<file path="src/rtl/mcc_pkg.sv">
// shared types, constants and codes for the motor converter conditioning block
package mcc_pkg;

	localparam int DATA_W = 32;
	localparam int ADC_W = 12;
	localparam int COEF_W = 25;
	localparam int FLAG_N = 21;
	localparam int FLAG_W = 5;
	localparam int TMP_DEPTH = 22;
	localparam int TMP_W = 5;
	localparam int PC_W = 7;
	localparam int CFG_IDX_W = 3;
	localparam int FRAC_W = 24;

	// fixed-point constants in Q24
	localparam logic [DATA_W-1:0] C_CENTRE = 32'd8388607;
	localparam logic [DATA_W-1:0] C_ONE = 32'd16777216;
	localparam logic [DATA_W-1:0] C_TWO = 32'd33554432;
	localparam logic [DATA_W-1:0] C_INV_SQRT3 = 32'd9686330;
	localparam logic [DATA_W-1:0] C_THIRD_POS = 32'd5592405;
	localparam logic [DATA_W-1:0] C_THIRD_NEG = 32'hFFAA_AAAB;
	localparam logic [DATA_W-1:0] C_MINUS_ONE = 32'hFF00_0000;

	// register indexes of the configuration port
	localparam logic [CFG_IDX_W-1:0] CFG_AVG_COEFF = 3'd0;
	localparam logic [CFG_IDX_W-1:0] CFG_GAIN_CUR_U = 3'd1;
	localparam logic [CFG_IDX_W-1:0] CFG_GAIN_CUR_V = 3'd2;
	localparam logic [CFG_IDX_W-1:0] CFG_GAIN_CUR_W = 3'd3;
	localparam logic [CFG_IDX_W-1:0] CFG_GAIN_VOLT_AB = 3'd4;
	localparam logic [CFG_IDX_W-1:0] CFG_GAIN_VOLT_BC = 3'd5;
	localparam logic [CFG_IDX_W-1:0] CFG_GAIN_DC_BUS = 3'd6;
	localparam logic [CFG_IDX_W-1:0] CFG_OFFSET_DC_BUS = 3'd7;

	localparam logic [COEF_W-1:0] AVG_COEFF_RST = 25'd16609444;

	// alarm bit positions
	localparam logic [FLAG_W-1:0] FB_DC_UNDER = 5'd16;
	localparam logic [FLAG_W-1:0] FB_DC_OVER = 5'd17;
	localparam logic [FLAG_W-1:0] FB_VOLT_U = 5'd2;
	localparam logic [FLAG_W-1:0] FB_VOLT_V = 5'd3;
	localparam logic [FLAG_W-1:0] FB_VOLT_W = 5'd4;
	localparam logic [FLAG_W-1:0] FB_CUR_U = 5'd18;
	localparam logic [FLAG_W-1:0] FB_CUR_V = 5'd19;
	localparam logic [FLAG_W-1:0] FB_CUR_W = 5'd20;
	localparam logic [FLAG_W-1:0] FB_NONE = 5'd0;

	// scratch register slots; the first five hold the running means
	localparam logic [TMP_W-1:0] T_MCU = 5'd0;
	localparam logic [TMP_W-1:0] T_MCV = 5'd1;
	localparam logic [TMP_W-1:0] T_MCW = 5'd2;
	localparam logic [TMP_W-1:0] T_MAB = 5'd3;
	localparam logic [TMP_W-1:0] T_MBC = 5'd4;
	localparam logic [TMP_W-1:0] T_OMK = 5'd5;
	localparam logic [TMP_W-1:0] T_TMK = 5'd6;
	localparam logic [TMP_W-1:0] T_IU = 5'd7;
	localparam logic [TMP_W-1:0] T_IV = 5'd8;
	localparam logic [TMP_W-1:0] T_IW = 5'd9;
	localparam logic [TMP_W-1:0] T_VAB = 5'd10;
	localparam logic [TMP_W-1:0] T_VBC = 5'd11;
	localparam logic [TMP_W-1:0] T_TMP = 5'd12;
	localparam logic [TMP_W-1:0] T_IA = 5'd13;
	localparam logic [TMP_W-1:0] T_UU = 5'd14;
	localparam logic [TMP_W-1:0] T_UV = 5'd15;
	localparam logic [TMP_W-1:0] T_IB = 5'd16;
	localparam logic [TMP_W-1:0] T_DAB = 5'd17;
	localparam logic [TMP_W-1:0] T_DBC = 5'd18;
	localparam logic [TMP_W-1:0] T_UW = 5'd19;
	localparam logic [TMP_W-1:0] T_UB = 5'd20;
	localparam logic [TMP_W-1:0] T_DC = 5'd21;

	localparam logic [PC_W-1:0] PC_START = 7'd0;

	typedef enum logic [3:0] {
		OP_NOP,
		OP_LD,
		OP_ADD,
		OP_SUB,
		OP_SHL1,
		OP_MUL,
		OP_FLT,
		OP_FGT,
		OP_MGT,
		OP_MGE
	} op_t;

	typedef enum logic [4:0] {
		SRC_TMP,
		SRC_COEF,
		SRC_GAIN_CU,
		SRC_GAIN_CV,
		SRC_GAIN_CW,
		SRC_GAIN_VAB,
		SRC_GAIN_VBC,
		SRC_GAIN_DC,
		SRC_OFFS_DC,
		SRC_ADC_CU,
		SRC_ADC_CV,
		SRC_ADC_CW,
		SRC_ADC_VAB,
		SRC_ADC_VBC,
		SRC_ADC_DC,
		SRC_LIM_DCMIN,
		SRC_LIM_DCMAX,
		SRC_LIM_ACV,
		SRC_LIM_ACC,
		SRC_C_CENTRE,
		SRC_C_ONE,
		SRC_C_TWO,
		SRC_C_INVS3,
		SRC_C_THIRD_POS,
		SRC_C_THIRD_NEG,
		SRC_C_MINUS_ONE
	} src_t;

	typedef enum logic [1:0] {
		BR_NEXT,
		BR_WAIT_IN,
		BR_EMIT
	} br_t;

	typedef struct packed {
		op_t op;
		src_t src;
		logic [TMP_W-1:0] ridx;
		logic st;
		logic [TMP_W-1:0] widx;
		logic [FLAG_W-1:0] fbit;
		br_t br;
		logic [PC_W-1:0] target;
	} ctrl_t;

	typedef struct packed {
		logic in_rdy;
		logic in_take;
		logic out_load;
	} seq_stat_t;

	typedef struct packed {
		logic [COEF_W-1:0] avg_coeff;
		logic signed [DATA_W-1:0] gain_cur_u;
		logic signed [DATA_W-1:0] gain_cur_v;
		logic signed [DATA_W-1:0] gain_cur_w;
		logic signed [DATA_W-1:0] gain_volt_ab;
		logic signed [DATA_W-1:0] gain_volt_bc;
		logic signed [DATA_W-1:0] gain_dc_bus;
		logic signed [DATA_W-1:0] offset_dc_bus;
	} cfg_t;

	typedef struct packed {
		logic [ADC_W-1:0] adc_cur_u;
		logic [ADC_W-1:0] adc_cur_v;
		logic [ADC_W-1:0] adc_cur_w;
		logic [ADC_W-1:0] adc_volt_ab;
		logic [ADC_W-1:0] adc_volt_bc;
		logic [ADC_W-1:0] adc_dc_bus;
		logic signed [DATA_W-1:0] dc_min_limit;
		logic signed [DATA_W-1:0] dc_max_limit;
		logic signed [DATA_W-1:0] ac_volt_limit;
		logic signed [DATA_W-1:0] ac_cur_limit;
	} smp_t;

	typedef struct packed {
		logic signed [DATA_W-1:0] cur_alpha;
		logic signed [DATA_W-1:0] cur_beta;
		logic signed [DATA_W-1:0] volt_alpha;
		logic signed [DATA_W-1:0] volt_beta;
		logic signed [DATA_W-1:0] dc_bus_volt;
		logic [FLAG_N-1:0] alarm_flags;
		logic signed [DATA_W-1:0] mean_cur_u_out;
		logic signed [DATA_W-1:0] mean_cur_v_out;
		logic signed [DATA_W-1:0] mean_cur_w_out;
		logic signed [DATA_W-1:0] mean_volt_ab_out;
		logic signed [DATA_W-1:0] mean_volt_bc_out;
	} res_t;

endpackage

</file>
<file path="src/rtl/mcc_ucode.sv">
// program store and step counter that issue one control word per cycle, stalling at the wait and emit steps
module mcc_ucode (
	input  logic                clk,
	input  logic                arst_n,
	input  logic                in_valid,
	input  logic                out_free,
	output mcc_pkg::ctrl_t      ctrl,
	output mcc_pkg::seq_stat_t  stat
);

	logic [mcc_pkg::PC_W-1:0] pc_q;
	logic [mcc_pkg::PC_W-1:0] pc_d;

	function automatic mcc_pkg::ctrl_t uop(
		input mcc_pkg::op_t op,
		input mcc_pkg::src_t src,
		input logic [mcc_pkg::TMP_W-1:0] ridx,
		input logic st,
		input logic [mcc_pkg::TMP_W-1:0] widx,
		input logic [mcc_pkg::FLAG_W-1:0] fbit,
		input mcc_pkg::br_t br
	);
		mcc_pkg::ctrl_t w;
		w.op = op;
		w.src = src;
		w.ridx = ridx;
		w.st = st;
		w.widx = widx;
		w.fbit = fbit;
		w.br = br;
		w.target = mcc_pkg::PC_START;
		return w;
	endfunction

	// plain step: operand from a source, optional store
	function automatic mcc_pkg::ctrl_t ex(
		input mcc_pkg::op_t op,
		input mcc_pkg::src_t src,
		input logic st,
		input logic [mcc_pkg::TMP_W-1:0] widx
	);
		return uop(op, src, mcc_pkg::T_MCU, st, widx, mcc_pkg::FB_NONE, mcc_pkg::BR_NEXT);
	endfunction

	// step with a scratch register operand
	function automatic mcc_pkg::ctrl_t ext(
		input mcc_pkg::op_t op,
		input logic [mcc_pkg::TMP_W-1:0] ridx,
		input logic st,
		input logic [mcc_pkg::TMP_W-1:0] widx
	);
		return uop(op, mcc_pkg::SRC_TMP, ridx, st, widx, mcc_pkg::FB_NONE,
			mcc_pkg::BR_NEXT);
	endfunction

	// alarm compare of the accumulator
	function automatic mcc_pkg::ctrl_t fl(
		input mcc_pkg::op_t op,
		input mcc_pkg::src_t src,
		input logic [mcc_pkg::FLAG_W-1:0] fbit
	);
		return uop(op, src, mcc_pkg::T_MCU, 1'b0, mcc_pkg::T_MCU, fbit, mcc_pkg::BR_NEXT);
	endfunction

	always_comb begin
		ctrl = uop(mcc_pkg::OP_NOP, mcc_pkg::SRC_TMP, mcc_pkg::T_MCU, 1'b0, mcc_pkg::T_MCU,
			mcc_pkg::FB_NONE, mcc_pkg::BR_EMIT);
		case (pc_q)
			7'd0: ctrl = uop(mcc_pkg::OP_NOP, mcc_pkg::SRC_TMP, mcc_pkg::T_MCU, 1'b0,
				mcc_pkg::T_MCU, mcc_pkg::FB_NONE, mcc_pkg::BR_WAIT_IN);
			// 1 - k and 2 - k
			7'd1: ctrl = ex(mcc_pkg::OP_LD, mcc_pkg::SRC_C_ONE, 1'b0, mcc_pkg::T_MCU);
			7'd2: ctrl = ex(mcc_pkg::OP_SUB, mcc_pkg::SRC_COEF, 1'b1, mcc_pkg::T_OMK);
			7'd3: ctrl = ex(mcc_pkg::OP_LD, mcc_pkg::SRC_C_TWO, 1'b0, mcc_pkg::T_MCU);
			7'd4: ctrl = ex(mcc_pkg::OP_SUB, mcc_pkg::SRC_COEF, 1'b1, mcc_pkg::T_TMK);
			// centre and scale each sample
			7'd5: ctrl = ex(mcc_pkg::OP_LD, mcc_pkg::SRC_ADC_CU, 1'b0, mcc_pkg::T_MCU);
			7'd6: ctrl = ex(mcc_pkg::OP_SUB, mcc_pkg::SRC_C_CENTRE, 1'b0, mcc_pkg::T_MCU);
			7'd7: ctrl = ex(mcc_pkg::OP_MUL, mcc_pkg::SRC_GAIN_CU, 1'b1, mcc_pkg::T_IU);
			7'd8: ctrl = ex(mcc_pkg::OP_LD, mcc_pkg::SRC_ADC_CV, 1'b0, mcc_pkg::T_MCU);
			7'd9: ctrl = ex(mcc_pkg::OP_SUB, mcc_pkg::SRC_C_CENTRE, 1'b0, mcc_pkg::T_MCU);
			7'd10: ctrl = ex(mcc_pkg::OP_MUL, mcc_pkg::SRC_GAIN_CV, 1'b1, mcc_pkg::T_IV);
			7'd11: ctrl = ex(mcc_pkg::OP_LD, mcc_pkg::SRC_ADC_CW, 1'b0, mcc_pkg::T_MCU);
			7'd12: ctrl = ex(mcc_pkg::OP_SUB, mcc_pkg::SRC_C_CENTRE, 1'b0, mcc_pkg::T_MCU);
			7'd13: ctrl = ex(mcc_pkg::OP_MUL, mcc_pkg::SRC_GAIN_CW, 1'b1, mcc_pkg::T_IW);
			7'd14: ctrl = ex(mcc_pkg::OP_LD, mcc_pkg::SRC_ADC_VAB, 1'b0, mcc_pkg::T_MCU);
			7'd15: ctrl = ex(mcc_pkg::OP_SUB, mcc_pkg::SRC_C_CENTRE, 1'b0, mcc_pkg::T_MCU);
			7'd16: ctrl = ex(mcc_pkg::OP_MUL, mcc_pkg::SRC_GAIN_VAB, 1'b1, mcc_pkg::T_VAB);
			7'd17: ctrl = ex(mcc_pkg::OP_LD, mcc_pkg::SRC_ADC_VBC, 1'b0, mcc_pkg::T_MCU);
			7'd18: ctrl = ex(mcc_pkg::OP_SUB, mcc_pkg::SRC_C_CENTRE, 1'b0, mcc_pkg::T_MCU);
			7'd19: ctrl = ex(mcc_pkg::OP_MUL, mcc_pkg::SRC_GAIN_VBC, 1'b1, mcc_pkg::T_VBC);
			// current means: mean*k + sample*(1-k)
			7'd20: ctrl = ext(mcc_pkg::OP_LD, mcc_pkg::T_IU, 1'b0, mcc_pkg::T_MCU);
			7'd21: ctrl = ext(mcc_pkg::OP_MUL, mcc_pkg::T_OMK, 1'b1, mcc_pkg::T_TMP);
			7'd22: ctrl = ext(mcc_pkg::OP_LD, mcc_pkg::T_MCU, 1'b0, mcc_pkg::T_MCU);
			7'd23: ctrl = ex(mcc_pkg::OP_MUL, mcc_pkg::SRC_COEF, 1'b0, mcc_pkg::T_MCU);
			7'd24: ctrl = ext(mcc_pkg::OP_ADD, mcc_pkg::T_TMP, 1'b1, mcc_pkg::T_MCU);
			7'd25: ctrl = ext(mcc_pkg::OP_LD, mcc_pkg::T_IV, 1'b0, mcc_pkg::T_MCU);
			7'd26: ctrl = ext(mcc_pkg::OP_MUL, mcc_pkg::T_OMK, 1'b1, mcc_pkg::T_TMP);
			7'd27: ctrl = ext(mcc_pkg::OP_LD, mcc_pkg::T_MCV, 1'b0, mcc_pkg::T_MCU);
			7'd28: ctrl = ex(mcc_pkg::OP_MUL, mcc_pkg::SRC_COEF, 1'b0, mcc_pkg::T_MCU);
			7'd29: ctrl = ext(mcc_pkg::OP_ADD, mcc_pkg::T_TMP, 1'b1, mcc_pkg::T_MCV);
			7'd30: ctrl = ext(mcc_pkg::OP_LD, mcc_pkg::T_IW, 1'b0, mcc_pkg::T_MCU);
			7'd31: ctrl = ext(mcc_pkg::OP_MUL, mcc_pkg::T_OMK, 1'b1, mcc_pkg::T_TMP);
			7'd32: ctrl = ext(mcc_pkg::OP_LD, mcc_pkg::T_MCW, 1'b0, mcc_pkg::T_MCU);
			7'd33: ctrl = ex(mcc_pkg::OP_MUL, mcc_pkg::SRC_COEF, 1'b0, mcc_pkg::T_MCU);
			7'd34: ctrl = ext(mcc_pkg::OP_ADD, mcc_pkg::T_TMP, 1'b1, mcc_pkg::T_MCW);
			// current alpha and beta
			7'd35: ctrl = ext(mcc_pkg::OP_LD, mcc_pkg::T_TMK, 1'b0, mcc_pkg::T_MCU);
			7'd36: ctrl = ext(mcc_pkg::OP_MUL, mcc_pkg::T_IU, 1'b0, mcc_pkg::T_MCU);
			7'd37: ctrl = ext(mcc_pkg::OP_SUB, mcc_pkg::T_MCU, 1'b1, mcc_pkg::T_IA);
			7'd38: ctrl = ext(mcc_pkg::OP_LD, mcc_pkg::T_TMK, 1'b0, mcc_pkg::T_MCU);
			7'd39: ctrl = ext(mcc_pkg::OP_MUL, mcc_pkg::T_IV, 1'b0, mcc_pkg::T_MCU);
			7'd40: ctrl = ext(mcc_pkg::OP_SUB, mcc_pkg::T_MCV, 1'b0, mcc_pkg::T_MCU);
			7'd41: ctrl = ext(mcc_pkg::OP_SHL1, mcc_pkg::T_MCU, 1'b0, mcc_pkg::T_MCU);
			7'd42: ctrl = ext(mcc_pkg::OP_ADD, mcc_pkg::T_IA, 1'b0, mcc_pkg::T_MCU);
			7'd43: ctrl = ex(mcc_pkg::OP_MUL, mcc_pkg::SRC_C_INVS3, 1'b1, mcc_pkg::T_IB);
			// voltage deltas against the previous means
			7'd44: ctrl = ext(mcc_pkg::OP_LD, mcc_pkg::T_VAB, 1'b0, mcc_pkg::T_MCU);
			7'd45: ctrl = ext(mcc_pkg::OP_SUB, mcc_pkg::T_MAB, 1'b1, mcc_pkg::T_DAB);
			7'd46: ctrl = ext(mcc_pkg::OP_LD, mcc_pkg::T_VBC, 1'b0, mcc_pkg::T_MCU);
			7'd47: ctrl = ext(mcc_pkg::OP_SUB, mcc_pkg::T_MBC, 1'b1, mcc_pkg::T_DBC);
			// phase voltages
			7'd48: ctrl = ext(mcc_pkg::OP_LD, mcc_pkg::T_DAB, 1'b0, mcc_pkg::T_MCU);
			7'd49: ctrl = ext(mcc_pkg::OP_SHL1, mcc_pkg::T_MCU, 1'b0, mcc_pkg::T_MCU);
			7'd50: ctrl = ext(mcc_pkg::OP_ADD, mcc_pkg::T_DBC, 1'b0, mcc_pkg::T_MCU);
			7'd51: ctrl = ex(mcc_pkg::OP_MUL, mcc_pkg::SRC_C_THIRD_NEG, 1'b1, mcc_pkg::T_UU);
			7'd52: ctrl = ext(mcc_pkg::OP_LD, mcc_pkg::T_DAB, 1'b0, mcc_pkg::T_MCU);
			7'd53: ctrl = ext(mcc_pkg::OP_SUB, mcc_pkg::T_DBC, 1'b0, mcc_pkg::T_MCU);
			7'd54: ctrl = ex(mcc_pkg::OP_MUL, mcc_pkg::SRC_C_THIRD_POS, 1'b1, mcc_pkg::T_UV);
			// accumulator still holds uv
			7'd55: ctrl = ext(mcc_pkg::OP_ADD, mcc_pkg::T_UU, 1'b0, mcc_pkg::T_MCU);
			7'd56: ctrl = ex(mcc_pkg::OP_MUL, mcc_pkg::SRC_C_MINUS_ONE, 1'b1, mcc_pkg::T_UW);
			// voltage means, after the deltas used the old ones
			7'd57: ctrl = ext(mcc_pkg::OP_LD, mcc_pkg::T_VAB, 1'b0, mcc_pkg::T_MCU);
			7'd58: ctrl = ext(mcc_pkg::OP_MUL, mcc_pkg::T_OMK, 1'b1, mcc_pkg::T_TMP);
			7'd59: ctrl = ext(mcc_pkg::OP_LD, mcc_pkg::T_MAB, 1'b0, mcc_pkg::T_MCU);
			7'd60: ctrl = ex(mcc_pkg::OP_MUL, mcc_pkg::SRC_COEF, 1'b0, mcc_pkg::T_MCU);
			7'd61: ctrl = ext(mcc_pkg::OP_ADD, mcc_pkg::T_TMP, 1'b1, mcc_pkg::T_MAB);
			7'd62: ctrl = ext(mcc_pkg::OP_LD, mcc_pkg::T_VBC, 1'b0, mcc_pkg::T_MCU);
			7'd63: ctrl = ext(mcc_pkg::OP_MUL, mcc_pkg::T_OMK, 1'b1, mcc_pkg::T_TMP);
			7'd64: ctrl = ext(mcc_pkg::OP_LD, mcc_pkg::T_MBC, 1'b0, mcc_pkg::T_MCU);
			7'd65: ctrl = ex(mcc_pkg::OP_MUL, mcc_pkg::SRC_COEF, 1'b0, mcc_pkg::T_MCU);
			7'd66: ctrl = ext(mcc_pkg::OP_ADD, mcc_pkg::T_TMP, 1'b1, mcc_pkg::T_MBC);
			// voltage beta
			7'd67: ctrl = ext(mcc_pkg::OP_LD, mcc_pkg::T_UV, 1'b0, mcc_pkg::T_MCU);
			7'd68: ctrl = ext(mcc_pkg::OP_SHL1, mcc_pkg::T_MCU, 1'b0, mcc_pkg::T_MCU);
			7'd69: ctrl = ext(mcc_pkg::OP_ADD, mcc_pkg::T_UU, 1'b0, mcc_pkg::T_MCU);
			7'd70: ctrl = ex(mcc_pkg::OP_MUL, mcc_pkg::SRC_C_INVS3, 1'b1, mcc_pkg::T_UB);
			// dc bus
			7'd71: ctrl = ex(mcc_pkg::OP_LD, mcc_pkg::SRC_ADC_DC, 1'b0, mcc_pkg::T_MCU);
			7'd72: ctrl = ex(mcc_pkg::OP_SUB, mcc_pkg::SRC_OFFS_DC, 1'b0, mcc_pkg::T_MCU);
			7'd73: ctrl = ex(mcc_pkg::OP_MUL, mcc_pkg::SRC_GAIN_DC, 1'b1, mcc_pkg::T_DC);
			// alarms
			7'd74: ctrl = fl(mcc_pkg::OP_FLT, mcc_pkg::SRC_LIM_DCMIN, mcc_pkg::FB_DC_UNDER);
			7'd75: ctrl = fl(mcc_pkg::OP_FGT, mcc_pkg::SRC_LIM_DCMAX, mcc_pkg::FB_DC_OVER);
			7'd76: ctrl = ext(mcc_pkg::OP_LD, mcc_pkg::T_UU, 1'b0, mcc_pkg::T_MCU);
			7'd77: ctrl = fl(mcc_pkg::OP_MGT, mcc_pkg::SRC_LIM_ACV, mcc_pkg::FB_VOLT_U);
			7'd78: ctrl = ext(mcc_pkg::OP_LD, mcc_pkg::T_UV, 1'b0, mcc_pkg::T_MCU);
			7'd79: ctrl = fl(mcc_pkg::OP_MGT, mcc_pkg::SRC_LIM_ACV, mcc_pkg::FB_VOLT_V);
			7'd80: ctrl = ext(mcc_pkg::OP_LD, mcc_pkg::T_UW, 1'b0, mcc_pkg::T_MCU);
			7'd81: ctrl = fl(mcc_pkg::OP_MGT, mcc_pkg::SRC_LIM_ACV, mcc_pkg::FB_VOLT_W);
			7'd82: ctrl = ext(mcc_pkg::OP_LD, mcc_pkg::T_IU, 1'b0, mcc_pkg::T_MCU);
			7'd83: ctrl = ext(mcc_pkg::OP_SUB, mcc_pkg::T_MCU, 1'b0, mcc_pkg::T_MCU);
			7'd84: ctrl = fl(mcc_pkg::OP_MGE, mcc_pkg::SRC_LIM_ACC, mcc_pkg::FB_CUR_U);
			7'd85: ctrl = ext(mcc_pkg::OP_LD, mcc_pkg::T_IV, 1'b0, mcc_pkg::T_MCU);
			7'd86: ctrl = ext(mcc_pkg::OP_SUB, mcc_pkg::T_MCV, 1'b0, mcc_pkg::T_MCU);
			7'd87: ctrl = fl(mcc_pkg::OP_MGE, mcc_pkg::SRC_LIM_ACC, mcc_pkg::FB_CUR_V);
			7'd88: ctrl = ext(mcc_pkg::OP_LD, mcc_pkg::T_IW, 1'b0, mcc_pkg::T_MCU);
			7'd89: ctrl = ext(mcc_pkg::OP_SUB, mcc_pkg::T_MCW, 1'b0, mcc_pkg::T_MCU);
			7'd90: ctrl = fl(mcc_pkg::OP_MGE, mcc_pkg::SRC_LIM_ACC, mcc_pkg::FB_CUR_W);
			// last step: hand the result over, then back to the wait step
			default: ctrl = uop(mcc_pkg::OP_NOP, mcc_pkg::SRC_TMP, mcc_pkg::T_MCU, 1'b0,
				mcc_pkg::T_MCU, mcc_pkg::FB_NONE, mcc_pkg::BR_EMIT);
		endcase
	end

	always_comb begin
		pc_d = pc_q + 1'b1;
		stat.in_rdy = 1'b0;
		stat.in_take = 1'b0;
		stat.out_load = 1'b0;
		case (ctrl.br)
			mcc_pkg::BR_WAIT_IN: begin
				stat.in_rdy = 1'b1;
				stat.in_take = in_valid;
				if (!in_valid) pc_d = pc_q;
			end
			mcc_pkg::BR_EMIT: begin
				stat.out_load = out_free;
				pc_d = out_free ? ctrl.target : pc_q;
			end
			default: pc_d = pc_q + 1'b1;
		endcase
	end

	always_ff @(posedge clk or negedge arst_n) begin
		if (!arst_n) pc_q <= mcc_pkg::PC_START;
		else pc_q <= pc_d;
	end

endmodule

</file>
<file path="config.mk">
export PLATFORM = sky130hd
export DESIGN_NAME = mcc_ucode
export DESIGN_NICKNAME = d
export VERILOG_FILES = /design/src/rtl/mcc_pkg.sv /design/src/rtl/mcc_ucode.sv
export SDC_FILE = /design/constraint.sdc
export NUM_CORES = 1
export LEC_CHECK = 0
export ABC_AREA = 1
export BUFFER_PORTS_ARGS = -buffer_cell sky130_fd_sc_hd__buf_2
export CORE_AREA = 2 2 73 75
export CTS_BUF_LIST = sky130_fd_sc_hd__clkbuf_4 sky130_fd_sc_hd__clkbuf_8
export CTS_CLUSTER_DIAMETER = 30
export DETAILED_ROUTE_END_ITERATION = 7
export DIE_AREA = 0 0 75 77
export PLACE_DENSITY = 0.71
export RECOVER_POWER = 50
export SLEW_MARGIN = 40
export SYNTH_ARGS = -nofsm -noshare
export SYNTH_HDL_FRONTEND = slang
export SYNTH_MEMORY_MAX_BITS = 65536
export SYNTH_SLANG_ARGS = --single-unit
</file>
<file path="constraint.sdc">
create_clock -name clk -period 2 [get_ports clk]
set_input_delay 0.2 -clock clk [delete_from_list [all_inputs] [get_ports clk]]
set_output_delay 0.2 -clock clk [all_outputs]
set_load 0.01 [all_outputs]
</file>
# Word-level counts from Yosys, hierarchy flattened
# Memory sizes are Yosys's and may differ from the RTL's.
# Cells that the tools add are included.
[totals]
elab_cells = 13
memories = 1
regBits = 7
romBits = 3328
[classes]
eq_ne = 4
n_reduce_logical = 1
mux = 5
add_sub_neg = 1
[mem_list]
columns = ["memory", "words", "word_bits", "read_ports", "rd_clocked_by_memory_dff", "write_ports", "line_no", "source"]
rows = [
  ["(name not given)", 128, 26, 1, 0, 0, "mcc_ucode.sv:68", "case (pc_q)"],
]
[ops]
columns = ["op", "count"]
rows = [
  ["$mux 7", 2],
  ["$pmux 7 s2", 1],
  ["$add 7x1->7 const B", 1],
  ["$ne 2x2->1 const B", 2],
  ["$eq 2x1->1 const B", 1],
  ["$eq 2x2->1 const B", 1],
  ["$mux 2", 1],
  ["$reduce_and 2->1", 1],
  ["$mux 1", 1],
]

# Logic depth before layout (Yosys ltp)
# An unclocked memory read counts as a cell.
[logic_depth]
ltp_word = 4
mapped_depth = 13
depth_no_buf = 12

# Worst setup path after synthesis
# OpenSTA, ideal clock, no wires.
[synth_timing]
kind = "reg2out"
from = "register pc_q[0] (netlist bit)"
to = "output port ctrl[23] (netlist bit)"
t_required_ns = 1.800
setup_slack_ns = 0.064
path_stages_with_launch = 9
arrival_time_ns = 1.736
cell_sequence = "dfrtp_1 inv_1 ha_1 buf_2 nand2_1 o21ai_0 or2_2 nand4_1 nand3_1"
[synth_rtl]
columns = ["item", "line_no", "source"]
rows = [
  ["start, declared", "mcc_ucode.sv:11", "logic [mcc_pkg::PC_W-1:0] pc_q;"],
  ["start signal, assigned", "mcc_ucode.sv:198", "if (!arst_n) pc_q <= mcc_pkg::PC_START;"],
  ["start signal, assigned", "mcc_ucode.sv:199", "else pc_q <= pc_d;"],
  ["end, declared", "mcc_ucode.sv:7", "output mcc_pkg::ctrl_t ctrl,"],
]

==> summary.md <==
| Metric | Value |
|---|---|
| Status | finished with violations |
| Failing checks | negative setup slack |
| CP dominant cell by count | nand2_1 |
| CP Launch Type | flip-flop |
| Clk root buf | clkbuf_8 |
| Post-Route WL | 10.9 mm |
| Final hold vios | 0 |
| Number of antenna violations at the first check in global routing | 0 |
| DR vias/cell | 6.11 |
| Finished Cell Area | 0.00327 sq mm |
| CORE AREA | 0.00498 sq mm |
| RSZ-0062 raised after global routing | yes |
| Crit. path cell count | 12 |
| Synth cell types | 38 |
| Synth Cell Area | 0.00220 sq mm |
| Commonest non-fill, non-tap cell in the layout | nand2_1 |
| Final period utilization | 104% |
| CTS H-Tree Depth | 1 |
| Reg2Reg Depth | 11 |
| Via Count | 3342 |
| Dpl ws | -0.0119 ns |
| Final min period | 2.09 ns |
| Area Overhead vs Synth | 48.9% |
| Largest delay contributor family on the critical path | buffers and inverters |
| Worst reg2reg endpoint | pc_q[1]$_DFFE_PN0P_ |
| Worst Hold Class | input pin to flip-flop |
| Buf+Inv Stages, Crit Path | 4 |
| Biggest register | pc_q |
| Antenna Nets Post-Route | 0 |
| Commonest non-fill, non-tap cells in the layout | 96 x nand2_1, 52 x buf_4, 33 x nand3_1 |
| Final setup fails | 11 |
| Area after DPL | 0.00270 sq mm |
| Max Clk Rate | 479 MHz |
| Vias in the first global route | 3167 |
| Critical Path RT | 1.80 ns |
| # DRC | 0 |
| Hold path startpoint | out_free |
| Hold Crit Endpoint | pc_q[0]$_DFFE_PN0P_ |
| # fillers | 458 |
| Setup ws final | -0.0896 ns |
| Std-Cell Rows | 26 |
| Final nets | 498 |
| Flops & latches, synth | 7 |
| Sequential share of the synthesized area | 7.96% |
| CTS tree | done |
| Initial drt markers | 520 |
| Critical path type | flip-flop to primary output |
| Layout Cells excl Fill | 547 |
| Max stage delay on crit path | 0.43 ns |
| CTS buffer count | 3 |
| Remaining Overflow, GRT | 0 |
| Final core occ | 65.8% |
| Clock sink total | 7 |
| Clk Latency, worst-skew pair | 0.23 ns |
| Worst flop-to-flop path startpoint | pc_q[1]$_DFFE_PN0P_ |
| Synth Instances | 395 |
| Io pins | 41 |
| Die area | 0.00578 sq mm |
| CP Capture Type | primary output |
| Synth Area per Inst | 5.57 sq um |
| Arrival @ worst endpoint | 1.89 ns |
| Ant diodes | 0 |
| R2R Setup Slk | 0.13 ns |
| RePlAce Congestion | 1.03 |
| WL/cell | 19.9 um |
| Slew Viols, Final | 0 |
| HPWL after DPL | 7.81 mm |
| DIE WIDTH | 75 um |
| Hold depth | 4 |
| First drt pass iteration count | 5 |
| Post-Place Cells | 529 |
| Ratio of cells with drive above 1 in the final layout | 42.3% |
| Max reg flops | 7 |
| First-pass GRT wire length | 16.4 mm |
| Die height | 77 um |
| Cell Chain, Critical Path | inv_4, buf_4, ha_1, inv_1, nand2_1, nand3_1, a21oi_2, a21oi_2, nand2_1, nand2_1, nand2_1, buf_2 |
| Effective utilization at floorplan | 44.2% |
| Yosys warns | 0 |
| Largest net degree at the start of global routing | 30 |
| Slowest cell on crit path | dfrtp_1 |
| Clock slew at reported path FFs | 0.04 ns |
| All-Layer GR Usage | 37.4% |
| Largest regs | pc_q x7 |
| # port buffers | 32 |
| CP Max Fanout | 5 |
| Max-cap violations | 0 |
| Clk_skew | 0.00315 ns |
| Clk buf depth | 2 |
[Yosys cell counts]
cell type	count	area, sq um
nand4_1	4	25.0
nor3_1	3	15.0
a41oi_1	1	8.76
inv_2	5	18.8
o211ai_1	9	67.6
nor2_2	2	12.5
nand2_1	127	477
nand2_2	7	43.8
o22ai_1	6	37.5
buf_4	14	105
a21oi_1	23	115
o21ai_2	4	35.0
nand3b_1	1	7.51
ha_1	16	200
buf_6	5	56.3
inv_4	1	6.26
o32ai_1	1	8.76
xor2_1	3	26.3
nor2_1	29	109
o2111ai_1	1	8.76
or2_2	1	6.26
a31oi_1	4	25.0
a211oi_1	1	7.51
a22oi_1	1	7.51
nor2_8	1	20.0
nand3_1	38	190
conb_1	1	3.75
nor4_1	1	6.26
buf_2	8	40.0
nor3_2	1	10.0
dfrtp_1	7	175
nor2_4	1	11.3
o21ai_0	26	130
nand2_4	1	11.3
o31ai_1	3	22.5
inv_1	36	135
o2bb2ai_1	1	8.76
o21ai_1	1	5.00
[what timing repair did]
item | 4_1_cts | 5_1_grt
pin swaps | 20 | 22
hold buffers | 1 | 0
hold endpoints to repair | 7 | 0
gates resized for setup | 75 | 51
endpoints found under the setup margin | 23 | 21
buffers inserted | 5 | 8
[worst reg2reg max path, delay by kind of cell (launching register included)]
family	cells	cell delay [ns]
DFF	1	0.44
adders and majority gates	2	0.30
and+or+nand+nor	1	0.08
AOI/OAI and AO/OA	3	0.41
buffers and inverters	5	0.57
[logic make-up (layout without fill, tap and decap cells)]
kind of cell	Yosys count	after routing	synth area share [%]
buffers and inverters	69	144	16.4
xor gates and xnor gates	3	3	1.19
other	1	8	0.170
adders and majority gates	16	16	9.10
DFF	7	7	7.96
and+or+nand+nor	217	217	42.9
AOI/OAI and AO/OA	82	82	22.2
[routing by layer]
metal  up-vias  global-route usage, %  wire length, um
met1      1520                   47.5             4120
met5         -                      0                0
met3        70                   6.70             1190
li1       1453                      -                -
met2       299                   56.8             4810
met4         0                   23.2              739
[area by class of cell]
| class | instances | area (sq um) | share of cell area (%) |
|---|---|---|---|
| Clock buffer | 4 | 48.8 | 1.49 |
| Timing Repair Buffer | 98 | 738 | 22.5 |
| Multi-Input combinational cell | 326 | 2050 | 62.7 |
| Inverter | 42 | 170 | 5.20 |
| Tap cell | 70 | 87.6 | 2.67 |
| Sequential cell | 7 | 178 | 5.43 |
[per-stage QoR]
stage | hold WS (ns) | TNS (ns)
after detailed placement | 0.0396 | -0.0119
after floorplan | -0.0956 | 0
after CTS | 0.276 | -0.240
after global placement | 0.0392 | -0.125
after global routing | 0.371 | -1.78
final | 0.316 | -0.497
[worst max path at each step]
stage | startpoint | slack [ns] | to
after detailed placement | pc_q[0]$_DFFE_PN0P_ | -0.01 | ctrl[22]
after CTS | pc_q[1]$_DFFE_PN0P_ | -0.04 | ctrl[19]
after global placement | pc_q[0]$_DFFE_PN0P_ | -0.06 | ctrl[22]
final | pc_q[2]$_DFFE_PN0P_ | -0.09 | ctrl[32]
after global routing | pc_q[2]$_DFFE_PN0P_ | -0.24 | ctrl[32]
after floorplan | pc_q[0]$_DFFE_PN0P_ | 0.06 | ctrl[23]
Power is not shown: default switching activity piles up to over one toggle a cycle in this logic, so the estimate is an artifact.
